===== config.mk =====
export PLATFORM = sky130hd
export DESIGN_NAME = ordered_task_queue_dispatcher
export DESIGN_NICKNAME = d
export VERILOG_FILES = /design/src/rtl/otqd_pkg.sv /design/src/rtl/ordered_task_queue_dispatcher.sv /design/src/rtl/otqd_cell.sv
export SDC_FILE = /design/constraint.sdc
export NUM_CORES = 2
export LEC_CHECK = 0
export BUFFER_PORTS_ARGS = -buffer_cell sky130_fd_sc_hd__buf_2
export CAP_MARGIN = 20
export CORE_MARGIN = 1
export CORE_UTILIZATION = 24
export DETAILED_ROUTE_END_ITERATION = 10
export SYNTH_ARGS = -nofsm -noshare
export SYNTH_HDL_FRONTEND = slang
export SYNTH_SLANG_ARGS = --single-unit

===== constraint.sdc =====
create_clock -name i_clk -period 5.2 [get_ports i_clk]
set_clock_uncertainty 0.15 [all_clocks]
set_input_delay 1.3 -clock i_clk [delete_from_list [all_inputs] [get_ports i_clk]]
set_output_delay 1.3 -clock i_clk [all_outputs]
set_load 0.01 [all_outputs]

===== src/rtl/otqd_pkg.sv =====
// shared types and codes for the ordered task queue dispatcher
package otqd_pkg;

    localparam int DEPTH_DEF   = 16;
    localparam int ID_BITS_DEF = 16;
    localparam int OUT_ID_W    = 16;
    localparam int CNT_OUT_W   = 5;
    localparam int LIM_W       = 5;
    localparam logic [LIM_W-1:0] LIM_RESET = 5'd3;

    // operation codes
    localparam logic [2:0] OP_ENQ      = 3'd0;
    localparam logic [2:0] OP_DEQ      = 3'd1;
    localparam logic [2:0] OP_REMOVE   = 3'd2;
    localparam logic [2:0] OP_UP       = 3'd3;
    localparam logic [2:0] OP_DOWN     = 3'd4;
    localparam logic [2:0] OP_CONTAINS = 3'd5;
    localparam logic [2:0] OP_DISPATCH = 3'd6;

    // task states
    localparam logic [1:0] ST_QUEUED = 2'd0;
    localparam logic [1:0] ST_ACTIVE = 2'd1;
    localparam logic [1:0] ST_PAUSED = 2'd2;

    // cell commands
    localparam logic [2:0] CMD_HOLD  = 3'd0;
    localparam logic [2:0] CMD_LOAD  = 3'd1;
    localparam logic [2:0] CMD_SHIFT = 3'd2;
    localparam logic [2:0] CMD_ROT   = 3'd3;
    localparam logic [2:0] CMD_UP    = 3'd4;
    localparam logic [2:0] CMD_DOWN  = 3'd5;

    typedef struct packed {
        logic [2:0] cmd;
        logic [1:0] head_st;
    } t_cell_ctl;

endpackage


===== src/rtl/ordered_task_queue_dispatcher.sv =====
// Ordered task queue with a concurrency limit, built as a row of cells that rotate through the head.
// An item is taken while the block is idle, and a new one only once it is idle again. Id operations
// walk the queue once, entry by entry (each entry passes the head and goes back in at the tail,
// but a remove drops the match and up and down move it), and enqueue and dispatch walk it once,
// a successful remove once more, to start queued tasks, one start request per started entry. The
// status request follows; start and status requests wait while the output is stalled. Dequeue,
// a rejected enqueue and the unused op code go straight to the status request. The limit register
// is to be written only while the block is idle; the block does not enforce it. Zero acts as one.
module ordered_task_queue_dispatcher import otqd_pkg::*; #(
    parameter int DEPTH   = DEPTH_DEF,
    parameter int ID_BITS = ID_BITS_DEF
) (
    input  logic                 i_clk,
    input  logic                 i_rst_n,
    input  logic                 i_in_valid,
    output logic                 o_in_stall,
    input  logic [2:0]           i_op,
    input  logic [ID_BITS-1:0]   i_task_id,
    input  logic [1:0]           i_task_state,
    input  logic                 i_cfg_wr_en,
    input  logic [LIM_W-1:0]     i_cfg_wr_data,
    output logic                 o_out_valid,
    input  logic                 i_out_stall,
    output logic                 o_kind,
    output logic [OUT_ID_W-1:0]  o_out_id,
    output logic [1:0]           o_out_state,
    output logic                 o_found,
    output logic                 o_full_error,
    output logic [CNT_OUT_W-1:0] o_active_count,
    output logic [CNT_OUT_W-1:0] o_queue_count,
    output logic                 o_last
);
    localparam int CW = $clog2(DEPTH + 1);
    localparam int MW = (CW > LIM_W) ? CW : LIM_W;
    localparam logic [CW-1:0] FULL_CNT = CW'(DEPTH);

    localparam logic [1:0] S_IDLE = 2'd0;
    localparam logic [1:0] S_WALK = 2'd1;
    localparam logic [1:0] S_SCAN = 2'd2;
    localparam logic [1:0] S_STAT = 2'd3;

    logic [1:0]         r_state, n_state;
    logic [CW-1:0]      r_count, n_count;
    logic [MW-1:0]      r_run, n_run;
    logic [CW-1:0]      r_left, n_left;
    logic [LIM_W-1:0]   r_lim;
    logic [2:0]         r_op, n_op;
    logic [ID_BITS-1:0] r_id, n_id;
    logic               r_hit, n_hit;
    logic               r_first, n_first;
    logic               r_full, n_full;
    logic [ID_BITS-1:0] r_oid, n_oid;
    logic [1:0]         r_ost, n_ost;

    logic                 r_ov;
    logic                 r_kind, r_found, r_ferr, r_last;
    logic [OUT_ID_W-1:0]  r_out_id;
    logic [1:0]           r_out_st;
    logic [CNT_OUT_W-1:0] r_act, r_qc;

    logic                 out_ld, out_free;
    logic                 e_kind, e_found, e_ferr, e_last;
    logic [OUT_ID_W-1:0]  e_id;
    logic [1:0]           e_st;
    logic [MW-1:0]        e_act;

    t_cell_ctl          ctl;
    logic [ID_BITS-1:0] c_id [DEPTH+2];
    logic [1:0]         c_st [DEPTH+2];
    logic [ID_BITS-1:0] head_id;
    logic [1:0]         head_st;
    logic [LIM_W-1:0]   lim;
    logic               head_match, can_start;

    assign c_id[DEPTH]   = '0;
    assign c_st[DEPTH]   = '0;
    assign c_id[DEPTH+1] = '0;
    assign c_st[DEPTH+1] = '0;

    for (genvar k = 0; k < DEPTH; k++) begin : g_cell
        otqd_cell #(.IDX(k), .ID_BITS(ID_BITS), .CW(CW)) u_cell (
            .i_clk     (i_clk),
            .i_ctl     (ctl),
            .i_count   (r_count),
            .i_new_id  (i_task_id),
            .i_new_st  (i_task_state),
            .i_head_id (c_id[0]),
            .i_sec_id  (c_id[1]),
            .i_sec_st  (c_st[1]),
            .i_nx1_id  (c_id[k+1]),
            .i_nx1_st  (c_st[k+1]),
            .i_nx2_id  (c_id[k+2]),
            .i_nx2_st  (c_st[k+2]),
            .i_head_st (c_st[0]),
            .o_id      (c_id[k]),
            .o_st      (c_st[k])
        );
    end

    assign head_id    = c_id[0];
    assign head_st    = c_st[0];
    assign lim        = (r_lim == '0) ? LIM_W'(1) : r_lim;
    assign head_match = (head_id == r_id);
    assign can_start  = (head_st == ST_QUEUED) && (MW'(r_run) < MW'(lim));
    assign out_free   = !r_ov || !i_out_stall;
    assign o_in_stall = (r_state != S_IDLE);

    always_comb begin
        n_state = r_state;
        n_count = r_count;
        n_run   = r_run;
        n_left  = r_left;
        n_op    = r_op;
        n_id    = r_id;
        n_hit   = r_hit;
        n_first = r_first;
        n_full  = r_full;
        n_oid   = r_oid;
        n_ost   = r_ost;
        ctl.cmd     = CMD_HOLD;
        ctl.head_st = head_st;
        out_ld  = 1'b0;
        e_kind  = 1'b0;
        e_id    = '0;
        e_st    = '0;
        e_found = 1'b0;
        e_ferr  = 1'b0;
        e_act   = r_run;
        e_last  = 1'b0;
        case (r_state)
            S_IDLE: begin
                if (i_in_valid) begin
                    n_op    = i_op;
                    n_id    = i_task_id;
                    n_hit   = 1'b0;
                    n_first = 1'b1;
                    n_full  = 1'b0;
                    n_oid   = '0;
                    n_ost   = '0;
                    n_left  = r_count;
                    case (i_op)
                        OP_ENQ: begin
                            if (r_count == FULL_CNT) begin
                                n_full  = 1'b1;
                                n_state = S_STAT;
                            end else begin
                                ctl.cmd = CMD_LOAD;
                                n_count = r_count + CW'(1);
                                n_left  = r_count + CW'(1);
                                n_state = S_SCAN;
                            end
                        end
                        OP_DEQ: begin
                            if (r_count != '0) begin
                                ctl.cmd = CMD_SHIFT;
                                n_hit   = 1'b1;
                                n_oid   = head_id;
                                n_ost   = head_st;
                                n_count = r_count - CW'(1);
                            end
                            n_state = S_STAT;
                        end
                        OP_REMOVE, OP_UP, OP_DOWN, OP_CONTAINS: n_state = S_WALK;
                        OP_DISPATCH: n_state = S_SCAN;
                        default: n_state = S_STAT;
                    endcase
                end
            end
            S_WALK: begin
                if (r_left == '0) begin
                    if (r_op == OP_REMOVE && r_hit) begin
                        n_left  = r_count;
                        n_state = S_SCAN;
                    end else begin
                        n_state = S_STAT;
                    end
                end else begin
                    n_first = 1'b0;
                    ctl.cmd = CMD_ROT;
                    n_left  = r_left - CW'(1);
                    if (!r_hit && head_match) begin
                        case (r_op)
                            OP_REMOVE: begin
                                // drop the head: it is not written back at the tail
                                ctl.cmd = CMD_SHIFT;
                                n_hit   = 1'b1;
                                n_count = r_count - CW'(1);
                                if ((head_st == ST_ACTIVE || head_st == ST_PAUSED) &&
                                    r_run != '0) begin
                                    n_run = r_run - MW'(1);
                                end
                            end
                            OP_UP: begin
                                // the front entry cannot move up and is not a candidate
                                if (!r_first) begin
                                    ctl.cmd = CMD_UP;
                                    n_hit   = 1'b1;
                                end
                            end
                            OP_DOWN: begin
                                n_hit = 1'b1;
                                if (r_left >= CW'(2)) begin
                                    ctl.cmd = CMD_DOWN;
                                    n_left  = r_left - CW'(2);
                                end else begin
                                    n_hit = 1'b0;
                                end
                            end
                            OP_CONTAINS: n_hit = 1'b1;
                            default: n_hit = r_hit;
                        endcase
                    end
                end
            end
            S_SCAN: begin
                if (r_left == '0) begin
                    n_state = S_STAT;
                end else if (can_start) begin
                    if (out_free) begin
                        ctl.cmd     = CMD_ROT;
                        ctl.head_st = ST_ACTIVE;
                        n_left  = r_left - CW'(1);
                        n_run   = r_run + MW'(1);
                        out_ld  = 1'b1;
                        e_id    = OUT_ID_W'(head_id);
                        e_st    = ST_ACTIVE;
                        e_act   = r_run + MW'(1);
                    end
                end else begin
                    ctl.cmd = CMD_ROT;
                    n_left  = r_left - CW'(1);
                end
            end
            S_STAT: begin
                if (out_free) begin
                    out_ld  = 1'b1;
                    e_kind  = 1'b1;
                    e_id    = OUT_ID_W'(r_oid);
                    e_st    = r_ost;
                    e_found = r_hit;
                    e_ferr  = r_full;
                    e_last  = 1'b1;
                    n_state = S_IDLE;
                end
            end
            default: n_state = S_IDLE;
        endcase
    end

    always_ff @(posedge i_clk) begin
        if (!i_rst_n) begin
            r_state <= S_IDLE;
            r_count <= '0;
            r_run   <= '0;
            r_lim   <= LIM_RESET;
            r_ov    <= 1'b0;
        end else begin
            r_state <= n_state;
            r_count <= n_count;
            r_run   <= n_run;
            if (i_cfg_wr_en) begin
                r_lim <= i_cfg_wr_data;
            end
            if (out_ld) begin
                r_ov <= 1'b1;
            end else if (!i_out_stall) begin
                r_ov <= 1'b0;
            end
        end
    end

    always_ff @(posedge i_clk) begin
        r_left  <= n_left;
        r_op    <= n_op;
        r_id    <= n_id;
        r_hit   <= n_hit;
        r_first <= n_first;
        r_full  <= n_full;
        r_oid   <= n_oid;
        r_ost   <= n_ost;
        if (out_ld) begin
            r_kind   <= e_kind;
            r_out_id <= e_id;
            r_out_st <= e_st;
            r_found  <= e_found;
            r_ferr   <= e_ferr;
            r_act    <= CNT_OUT_W'(e_act);
            r_qc     <= CNT_OUT_W'(r_count);
            r_last   <= e_last;
        end
    end

    assign o_out_valid    = r_ov;
    assign o_kind         = r_kind;
    assign o_out_id       = r_out_id;
    assign o_out_state    = r_out_st;
    assign o_found        = r_found;
    assign o_full_error   = r_ferr;
    assign o_active_count = r_act;
    assign o_queue_count  = r_qc;
    assign o_last         = r_last;

    a_count_bound: assert property (@(posedge i_clk) disable iff (!i_rst_n)
        r_count <= FULL_CNT)
        else $error("entry count beyond depth");

    a_accept_leaves_idle: assert property (@(posedge i_clk) disable iff (!i_rst_n)
        (r_state == S_IDLE && i_in_valid) |=> (r_state != S_IDLE))
        else $error("accepted request left the controller idle");

    a_status_loaded: assert property (@(posedge i_clk) disable iff (!i_rst_n)
        (r_state == S_STAT && out_free) |=> (r_ov && r_last && r_kind))
        else $error("status request not presented");

    a_start_counts: assert property (@(posedge i_clk) disable iff (!i_rst_n)
        (r_ov && !r_kind) |-> (r_act != '0 && !r_last))
        else $error("start request with no active task");

endmodule


===== src/rtl/otqd_cell.sv =====
// one queue slot: holds an entry and takes data from its neighbours
module otqd_cell import otqd_pkg::*; #(
    parameter int IDX     = 0,
    parameter int ID_BITS = ID_BITS_DEF,
    parameter int CW      = 5
) (
    input  logic               i_clk,
    input  t_cell_ctl          i_ctl,
    input  logic [CW-1:0]      i_count,
    input  logic [ID_BITS-1:0] i_new_id,
    input  logic [1:0]         i_new_st,
    input  logic [ID_BITS-1:0] i_head_id,
    input  logic [ID_BITS-1:0] i_sec_id,
    input  logic [1:0]         i_sec_st,
    input  logic [ID_BITS-1:0] i_nx1_id,
    input  logic [1:0]         i_nx1_st,
    input  logic [ID_BITS-1:0] i_nx2_id,
    input  logic [1:0]         i_nx2_st,
    input  logic [1:0]         i_head_st,
    output logic [ID_BITS-1:0] o_id,
    output logic [1:0]         o_st
);
    localparam logic [CW:0] K0 = (CW+1)'(IDX);
    localparam logic [CW:0] K1 = (CW+1)'(IDX + 1);
    localparam logic [CW:0] K2 = (CW+1)'(IDX + 2);

    logic [ID_BITS-1:0] r_id, n_id;
    logic [1:0]         r_st, n_st;
    logic [CW:0]        cnt;
    logic               is_end, is_tail, is_pen;

    assign cnt     = {1'b0, i_count};
    assign is_end  = (cnt == K0);
    assign is_tail = (cnt == K1);
    assign is_pen  = (cnt == K2);

    always_comb begin
        n_id = r_id;
        n_st = r_st;
        case (i_ctl.cmd)
            CMD_LOAD: begin
                if (is_end) begin
                    n_id = i_new_id;
                    n_st = i_new_st;
                end
            end
            CMD_SHIFT: begin
                n_id = i_nx1_id;
                n_st = i_nx1_st;
            end
            CMD_ROT: begin
                if (is_tail) begin
                    n_id = i_head_id;
                    n_st = i_ctl.head_st;
                end else begin
                    n_id = i_nx1_id;
                    n_st = i_nx1_st;
                end
            end
            // matched head goes in ahead of the entry it overtakes
            CMD_UP: begin
                if (is_pen) begin
                    n_id = i_head_id;
                    n_st = i_head_st;
                end else if (!is_tail) begin
                    n_id = i_nx1_id;
                    n_st = i_nx1_st;
                end
            end
            // two steps at once, head and second swapped on the way to the tail
            CMD_DOWN: begin
                if (is_pen) begin
                    n_id = i_sec_id;
                    n_st = i_sec_st;
                end else if (is_tail) begin
                    n_id = i_head_id;
                    n_st = i_head_st;
                end else begin
                    n_id = i_nx2_id;
                    n_st = i_nx2_st;
                end
            end
            default: begin
                n_id = r_id;
                n_st = r_st;
            end
        endcase
    end

    always_ff @(posedge i_clk) begin
        r_id <= n_id;
        r_st <= n_st;
    end

    assign o_id = r_id;
    assign o_st = r_st;

endmodule

After elaboration in Yosys (flattened, before gate mapping) --
Cells that the tools add are included. Widths: inputs -> output; s select.
Word-level totals: flip-flop bits (word level) 382, input bits 31, output and inout bits 34, word-level logic and storage cells 502
Cells by class: add/subtract/negate cells 6, order comparisons 2, equal/unequal tests 89, multiplexer cells 303, reduce and logical (&&, ||, !) cells 50
Operators by type and width (number):
- $mux 16 | 98
- $pmux 16 s5 | 16
- $mux 2 | 106
- $pmux 2 s5 | 16
- $mux 5 | 26
- $reduce_and 3->1 | 15
- $eq 5x4->1 const B | 8
- $ne 3x2->1 const B | 13
- $ne 2x1->1 const B | 17
- $pmux 16 s2 | 1
- $pmux 5 s2 | 3
- $ne 2x2->1 const B | 12
- $eq 3x3->1 const B | 7
- $mux 1 | 21
- $ne 3x3->1 const B | 7
- $eq 5x3->1 const B | 4
- $eq 3x2->1 const B | 6
- $pmux 3 s3 | 2
- $eq 16x16->1 | 1
- $pmux 5 s3 | 1
- $reduce_and 5->1 | 3
- $reduce_bool 5->1 | 3
- $sub 5x1->5 const B | 3
- $mux 3 | 4
- 33 further kinds | 57

Logic depth before layout (Yosys ltp) --
word-level depth 10, gate-level depth with buffers 15, mapped depth without buffers 10

Modules after synthesis --
A second synthesis with hierarchy kept.
Unflattened totals: cell total of the unflattened synthesis 3723, area, all modules 33833.7 um^2
By module, submodules not included:
- ordered_task_queue_dispatcher | instances 1, cells each 415, area each 4763.3 um^2, sequential area each 2642.5 um^2
- otqd_cell (g_cell[5].u_cell ...) | instances 2, cells each 200, area each 1878.1 um^2, sequential area each 540.5 um^2
- otqd_cell (g_cell[4].u_cell ...) | instances 2, cells each 232, area each 1863.0 um^2, sequential area each 540.5 um^2
- otqd_cell (g_cell[3].u_cell) | instances 1, cells each 267, area each 2158.3 um^2, sequential area each 540.5 um^2
- otqd_cell (g_cell[1].u_cell) | instances 1, cells each 215, area each 1899.3 um^2, sequential area each 540.5 um^2
- otqd_cell (g_cell[13].u_cell) | instances 1, cells each 200, area each 1873.0 um^2, sequential area each 540.5 um^2
- otqd_cell (g_cell[0].u_cell) | instances 1, cells each 201, area each 1849.3 um^2, sequential area each 540.5 um^2
- otqd_cell (g_cell[15].u_cell) | instances 1, cells each 203, area each 1835.5 um^2, sequential area each 540.5 um^2
- otqd_cell (g_cell[6].u_cell) | instances 1, cells each 226, area each 1823.0 um^2, sequential area each 540.5 um^2
- otqd_cell (g_cell[12].u_cell) | instances 1, cells each 238, area each 1810.5 um^2, sequential area each 540.5 um^2
- otqd_cell (g_cell[14].u_cell) | instances 1, cells each 197, area each 1740.4 um^2, sequential area each 540.5 um^2
- otqd_cell (g_cell[7].u_cell) | instances 1, cells each 184, area each 1731.7 um^2, sequential area each 540.5 um^2
- otqd_cell (g_cell[10].u_cell) | instances 1, cells each 184, area each 1705.4 um^2, sequential area each 540.5 um^2
- otqd_cell (g_cell[2].u_cell) | instances 1, cells each 183, area each 1662.8 um^2, sequential area each 540.5 um^2
- otqd_cell (g_cell[11].u_cell) | instances 1, cells each 146, area each 1498.9 um^2, sequential area each 540.5 um^2

Least setup slack after synthesis --
No wires, ideal clock.
kind input-to-reg, from input port i_in_valid, to register g_cell[6].u_cell.r_id[0] (enable), library setup time 0.421 ns, arrival 4.670 ns, data required time 4.629 ns, slack -0.042 ns, stages on the path 8, path buffers 1, cells stage by stage nand2_1 inv_1 nand2_1 nand2_1 nor3_1 or3_1 clkbuf_1 a211oi_1
Between the ends: cells in the longest elaborated chain, start to end 5, elaborated cells between the ends (all ways) 11, those cells by class 7 x eq/ne; 2 x mux; 2 x reduce/logical
Ends and longest elaborated chain:
- start, declared | RTL line ordered_task_queue_dispatcher.sv:15 | input logic i_in_valid,
- $mux 2 * | RTL line ordered_task_queue_dispatcher.sv:132 | if (i_in_valid) begin
- $pmux 3 s3 * | RTL line ordered_task_queue_dispatcher.sv:130 | case (r_state)
- $eq 3x3->1, or another cell as far along | RTL line otqd_cell.sv:40 | case (i_ctl.cmd)
- $ne 3x2->1 (no line), or another cell as far along
- $reduce_and 3->1 (no line) *
- end signal, assigned | RTL line otqd_cell.sv:91 | r_id <= n_id;
- end, declared | RTL line otqd_cell.sv:27 | logic [ID_BITS-1:0] r_id, n_id;
Every way passes the cells marked *; elsewhere a longest branch is shown, timed or not. A chain may end at the register's enable or synchronous reset.

Worst setup path after layout --
from register r_run[2], to register g_cell[15].u_cell.r_id[12], data pin
Between the ends: cells in the longest elaborated chain, start to end 7, elaborated cells between the ends (all ways) 11, those cells by class 1 x order compare; 5 x eq/ne; 4 x mux; 1 x reduce/logical
Ends and longest elaborated chain:
- start, declared | RTL line ordered_task_queue_dispatcher.sv:44 | logic [MW-1:0] r_run, n_run;
- start signal, assigned | RTL line ordered_task_queue_dispatcher.sv:260 | r_run <= n_run;
- $lt 5x5->1 * | RTL line ordered_task_queue_dispatcher.sv:104 | assign can_start = (head_st == ST_QUEUED) && (MW'(r_run) < MW'(lim));
- $logic_and 1x1->1 * | RTL line ordered_task_queue_dispatcher.sv:104
- $mux 2 * | RTL line ordered_task_queue_dispatcher.sv:218 | end else if (can_start) begin
- $mux 5 * | RTL line ordered_task_queue_dispatcher.sv:216 | if (r_left == '0) begin
- $pmux 3 s3 * | RTL line ordered_task_queue_dispatcher.sv:130
- $eq 3x3->1, or another cell as far along | RTL line otqd_cell.sv:40
- $pmux 16 s5 * | RTL line otqd_cell.sv:40
- named net g_cell[15].u_cell.n_id[12] | RTL line otqd_cell.sv:27
- end signal, assigned | RTL line otqd_cell.sv:91
- end, declared | RTL line otqd_cell.sv:27
The timed path passes the listed nets; every way through them passes the cells marked *.

==> results.sh <==
export IMPL_ir_worst_vdd_v=0.000378
export IMPL_max_cap_viol_count=0
export IMPL_clkSinkCount=382
export IMPL_dpl_cell_count=3736
export IMPL_dr_pass1_iters=6
export IMPL_synth_top_area_cell="edfxtp_1"
export IMPL_r2r_setup_slack_ns=0.78
export IMPL_via_count=22400
export IMPL_cts_resized=0
export IMPL_cts_tree="built"
export IMPL_fin_util_pct=27.7
export IMPL_initial_utilization_pct=24.2
export IMPL_synth_top_area_share_pct=45.1
export IMPL_hp_class="reg2reg"
export IMPL_cts_hold_buf=0
export IMPL_post_cts_buffers=0
export IMPL_r2r_end="g_cell[15].u_cell.o_id[12]"
export IMPL_core_area_um2=100000
export IMPL_grt_first_pass_wirelength_mm=141
export IMPL_die_y_um=320
export IMPL_power_leakage_nw=9.40
export IMPL_die_area_um2=102000
export IMPL_clockBufferDepth=3
export IMPL_fmax_mhz=226
export IMPL_areaGrowthSynthToFinish_pct=14.5
export IMPL_setup_viol=0
export IMPL_finalWorstSetupSlack_ns=0.781
export IMPL_final_cells=3825
export IMPL_rr_startpoint="r_run[2]"
export IMPL_status="completed"
export IMPL_worstRegToRegCells=11
export IMPL_max_slew_margin_pct=22.7
export IMPL_fillers=10500
export IMPL_route_detailed_drc=0
export IMPL_crit_chain="ha_1, a21oi_1, o2111ai_1, o31a_1, nor2_1, buf_4, nand2_2, buf_12, a22oi_1, o22ai_2, a221o_1"
export IMPL_vias_per_cell=5.86
export IMPL_syn_area_um2=24200
export IMPL_cts_root_buf="clkbuf_16"
export IMPL_routed_wl_mm=94.2
export IMPL_min_path_cells=2
export IMPL_critPathLaunchType="flop"
export IMPL_syn_num_nets=2576
export IMPL_ys_async_sr_fraction_pct=0
export IMPL_port_buffers=64
export IMPL_rsz0062_at_grt="false"
export IMPL_period_needed_ns=4.42
export IMPL_antenna_found_initial=2
export IMPL_synth_main_ff_cell="edfxtp_1"
export IMPL_syn_instance_count=2522
export IMPL_grt_max_degree=75
export IMPL_gp_congestion=0.960
export IMPL_io_pins=65
export IMPL_hold_viol=0
export IMPL_p_per_area_nw_per_um2=798
export IMPL_fin_crit_sh_pct=85.0
export IMPL_crit_slowest_cell="dfxtp_1"
export IMPL_ys_seq_elements=382
export IMPL_synth_most_common_cell="edfxtp_1"
export IMPL_drive_above_1_share_pct=13.3
export IMPL_synthTopCellsByArea="edfxtp_1 45%, a221o_1 7.9%, o21ai_0 6.1%"
export IMPL_grt_pass1_vias=21100
export IMPL_grtUsageTotal_pct=17.7
export IMPL_worst_setup_path_type="reg2reg"
export IMPL_worst_pin_slew_ns=1.16
export IMPL_die_x_um=320
export IMPL_h_tree_depth=2
export IMPL_cp_data_arrival_time_ns=4.62
export IMPL_dpl_hpwl_mm=65.5
export IMPL_antenna_left=0
export IMPL_cts_buffers=45
export IMPL_path_clk_slew_ns=0.06
export IMPL_ys_types=89
export IMPL_finalNetCount=2543
export IMPL_overflow=0
export IMPL_finalPower_mw=22.1
export IMPL_worstSkewPairLatency_ns=0.61
export IMPL_holdCritStartpoint="r_lim[0]"
export IMPL_cp_slowest_stage_delay_ns=0.50
export IMPL_ys_top_cells_by_count="364 x edfxtp_1, 297 x o21ai_0, 261 x nand2_1"
export IMPL_rows=116
export IMPL_hold_end="r_lim[0]"
export IMPL_endpoint_kind="flop"
export IMPL_wire_per_inst_um=24.6
export IMPL_pre_cts_ws_ns=0.605
export IMPL_synth_avg_cell_area_um2=9.61
export IMPL_synth_edff_count=364
export IMPL_ys_warn_count=0
export IMPL_path_max_fanout=33
export IMPL_drt_iter0_drc=3719
export IMPL_hold_ws_ns=0.357
export IMPL_critical_path_required_ns=5.40
export IMPL_synth_yosys_seq_area_share_pct=46.6
export IMPL_drv_slew=0
[kinds of logic (layout without fill, tap and decap cells)]
| family | count (synthesis) | in the layout | synth area share (%) |
|---|---|---|---|
| compound gates | 1118 | 1118 | 32.8 |
| xor+xnor | 29 | 29 | 1.05 |
| fa+ha+maj | 23 | 23 | 1.19 |
| buf+inv | 311 | 314 | 5.32 |
| flops | 382 | 382 | 46.6 |
| mux | 20 | 20 | 0.831 |
| other cells | 0 | 2 | 0 |
| simple gates | 639 | 639 | 12.3 |
[worst max-delay path: cells and delay by family, from the launching register on]
| family | cells | cell delay (ns) |
|---|---|---|
| adders and majority gates | 1 | 0.31 |
| buffers and inverters | 2 | 0.58 |
| AOI/OAI and AO/OA | 6 | 2.16 |
| DFF | 1 | 0.50 |
| and+or+nand+nor | 2 | 0.42 |
[worst max path at each step]
stage / from / to / slack [ns] / cells after the start
after global routing: r_run[2] / g_cell[15].u_cell.o_id[15] / 0.63 / 11
after detailed placement: i_op[2] / g_cell[8].u_cell.o_id[7] / 0.61 / 10
final: r_run[2] / g_cell[15].u_cell.o_id[12] / 0.78 / 11
after CTS: r_run[2] / g_cell[15].u_cell.o_id[15] / 0.87 / 11
after floorplan: i_in_valid / g_cell[6].u_cell.o_id[0] / -0.04 / 8
after global placement: i_op[2] / g_cell[3].u_cell.o_id[12] / 0.55 / 9
[layout make-up]
cell class              instances  area (um2)  area share (%)
multi-input cells            1829       11800            42.5
flip-flops and latches        382       11300            40.7
well taps                    1298        1620            5.85
repair buffers                203        1460            5.27
clock buffers                  53        1160            4.17
clock inverters                30         314            1.13
inverters                      28         105           0.379
diodes                          2        5.00          0.0180
[flip-flops by register name, summed over array words and instances, names as in the netlist, 2 cells and up]
register	cells
r_left	5
g_cell.u_cell.o_id	256
r_state	2
r_ost	2
o_active_count	5
r_count	5
o_out_state	2
g_cell.u_cell.o_st	32
r_id	16
r_run	5
r_oid	16
r_op	3
r_lim	5
o_queue_count	5
o_out_id	16
[cell usage in the layout, fill, tap and decap left out, types with 14 or more instances in the layout]
cell / instances
a211oi_1: 14
o22a_1: 71
nand2_1: 261
o21ai_0: 297
dfxtp_1: 18
mux2i_1: 19
a21oi_1: 163
xnor2_1: 14
edfxtp_1: 364
ha_1: 22
a221oi_1: 25
o211ai_1: 19
a31oi_1: 19
clkinv_1: 17
a221o_1: 191
buf_2: 64
a211o_1: 20
and2_1: 40
o221ai_1: 31
nand3_1: 69
nor3_1: 42
buf_4: 129
o22ai_1: 85
nor2_1: 125
clkbuf_16: 45
xor2_1: 15
and3_1: 24
a22oi_1: 48
a22o_1: 31
inv_1: 22
[report_power, final]
group          total, mW  internal [mW]  switching [mW]  leakage (nW)
Combinational       11.3           3.68            7.64          5.02
Sequential          7.54           6.24            1.30          3.67
Clock               3.27           1.85            1.42         0.705
[stage by stage]
stage | cell area (um2) | setup TNS (ns)
after global placement | 26200 | 0
after floorplan | 24200 | -3.35
after CTS | 27700 | 0
after detailed placement | 26200 | 0
after global routing | 27700 | 0
final | 27700 | 0
[routing by layer]
layer | up-vias | share of wire, % | GRT usage, %
li1 | 9933 | - | -
met1 | 10700 | 42 | 24.9
met2 | 1546 | 44 | 27.0
met3 | 238 | 11 | 3.68
met4 | 0 | 3.2 | 5.63
met5 | - | 0 | 0
Note: power is estimated with default switching activity, not from simulation.
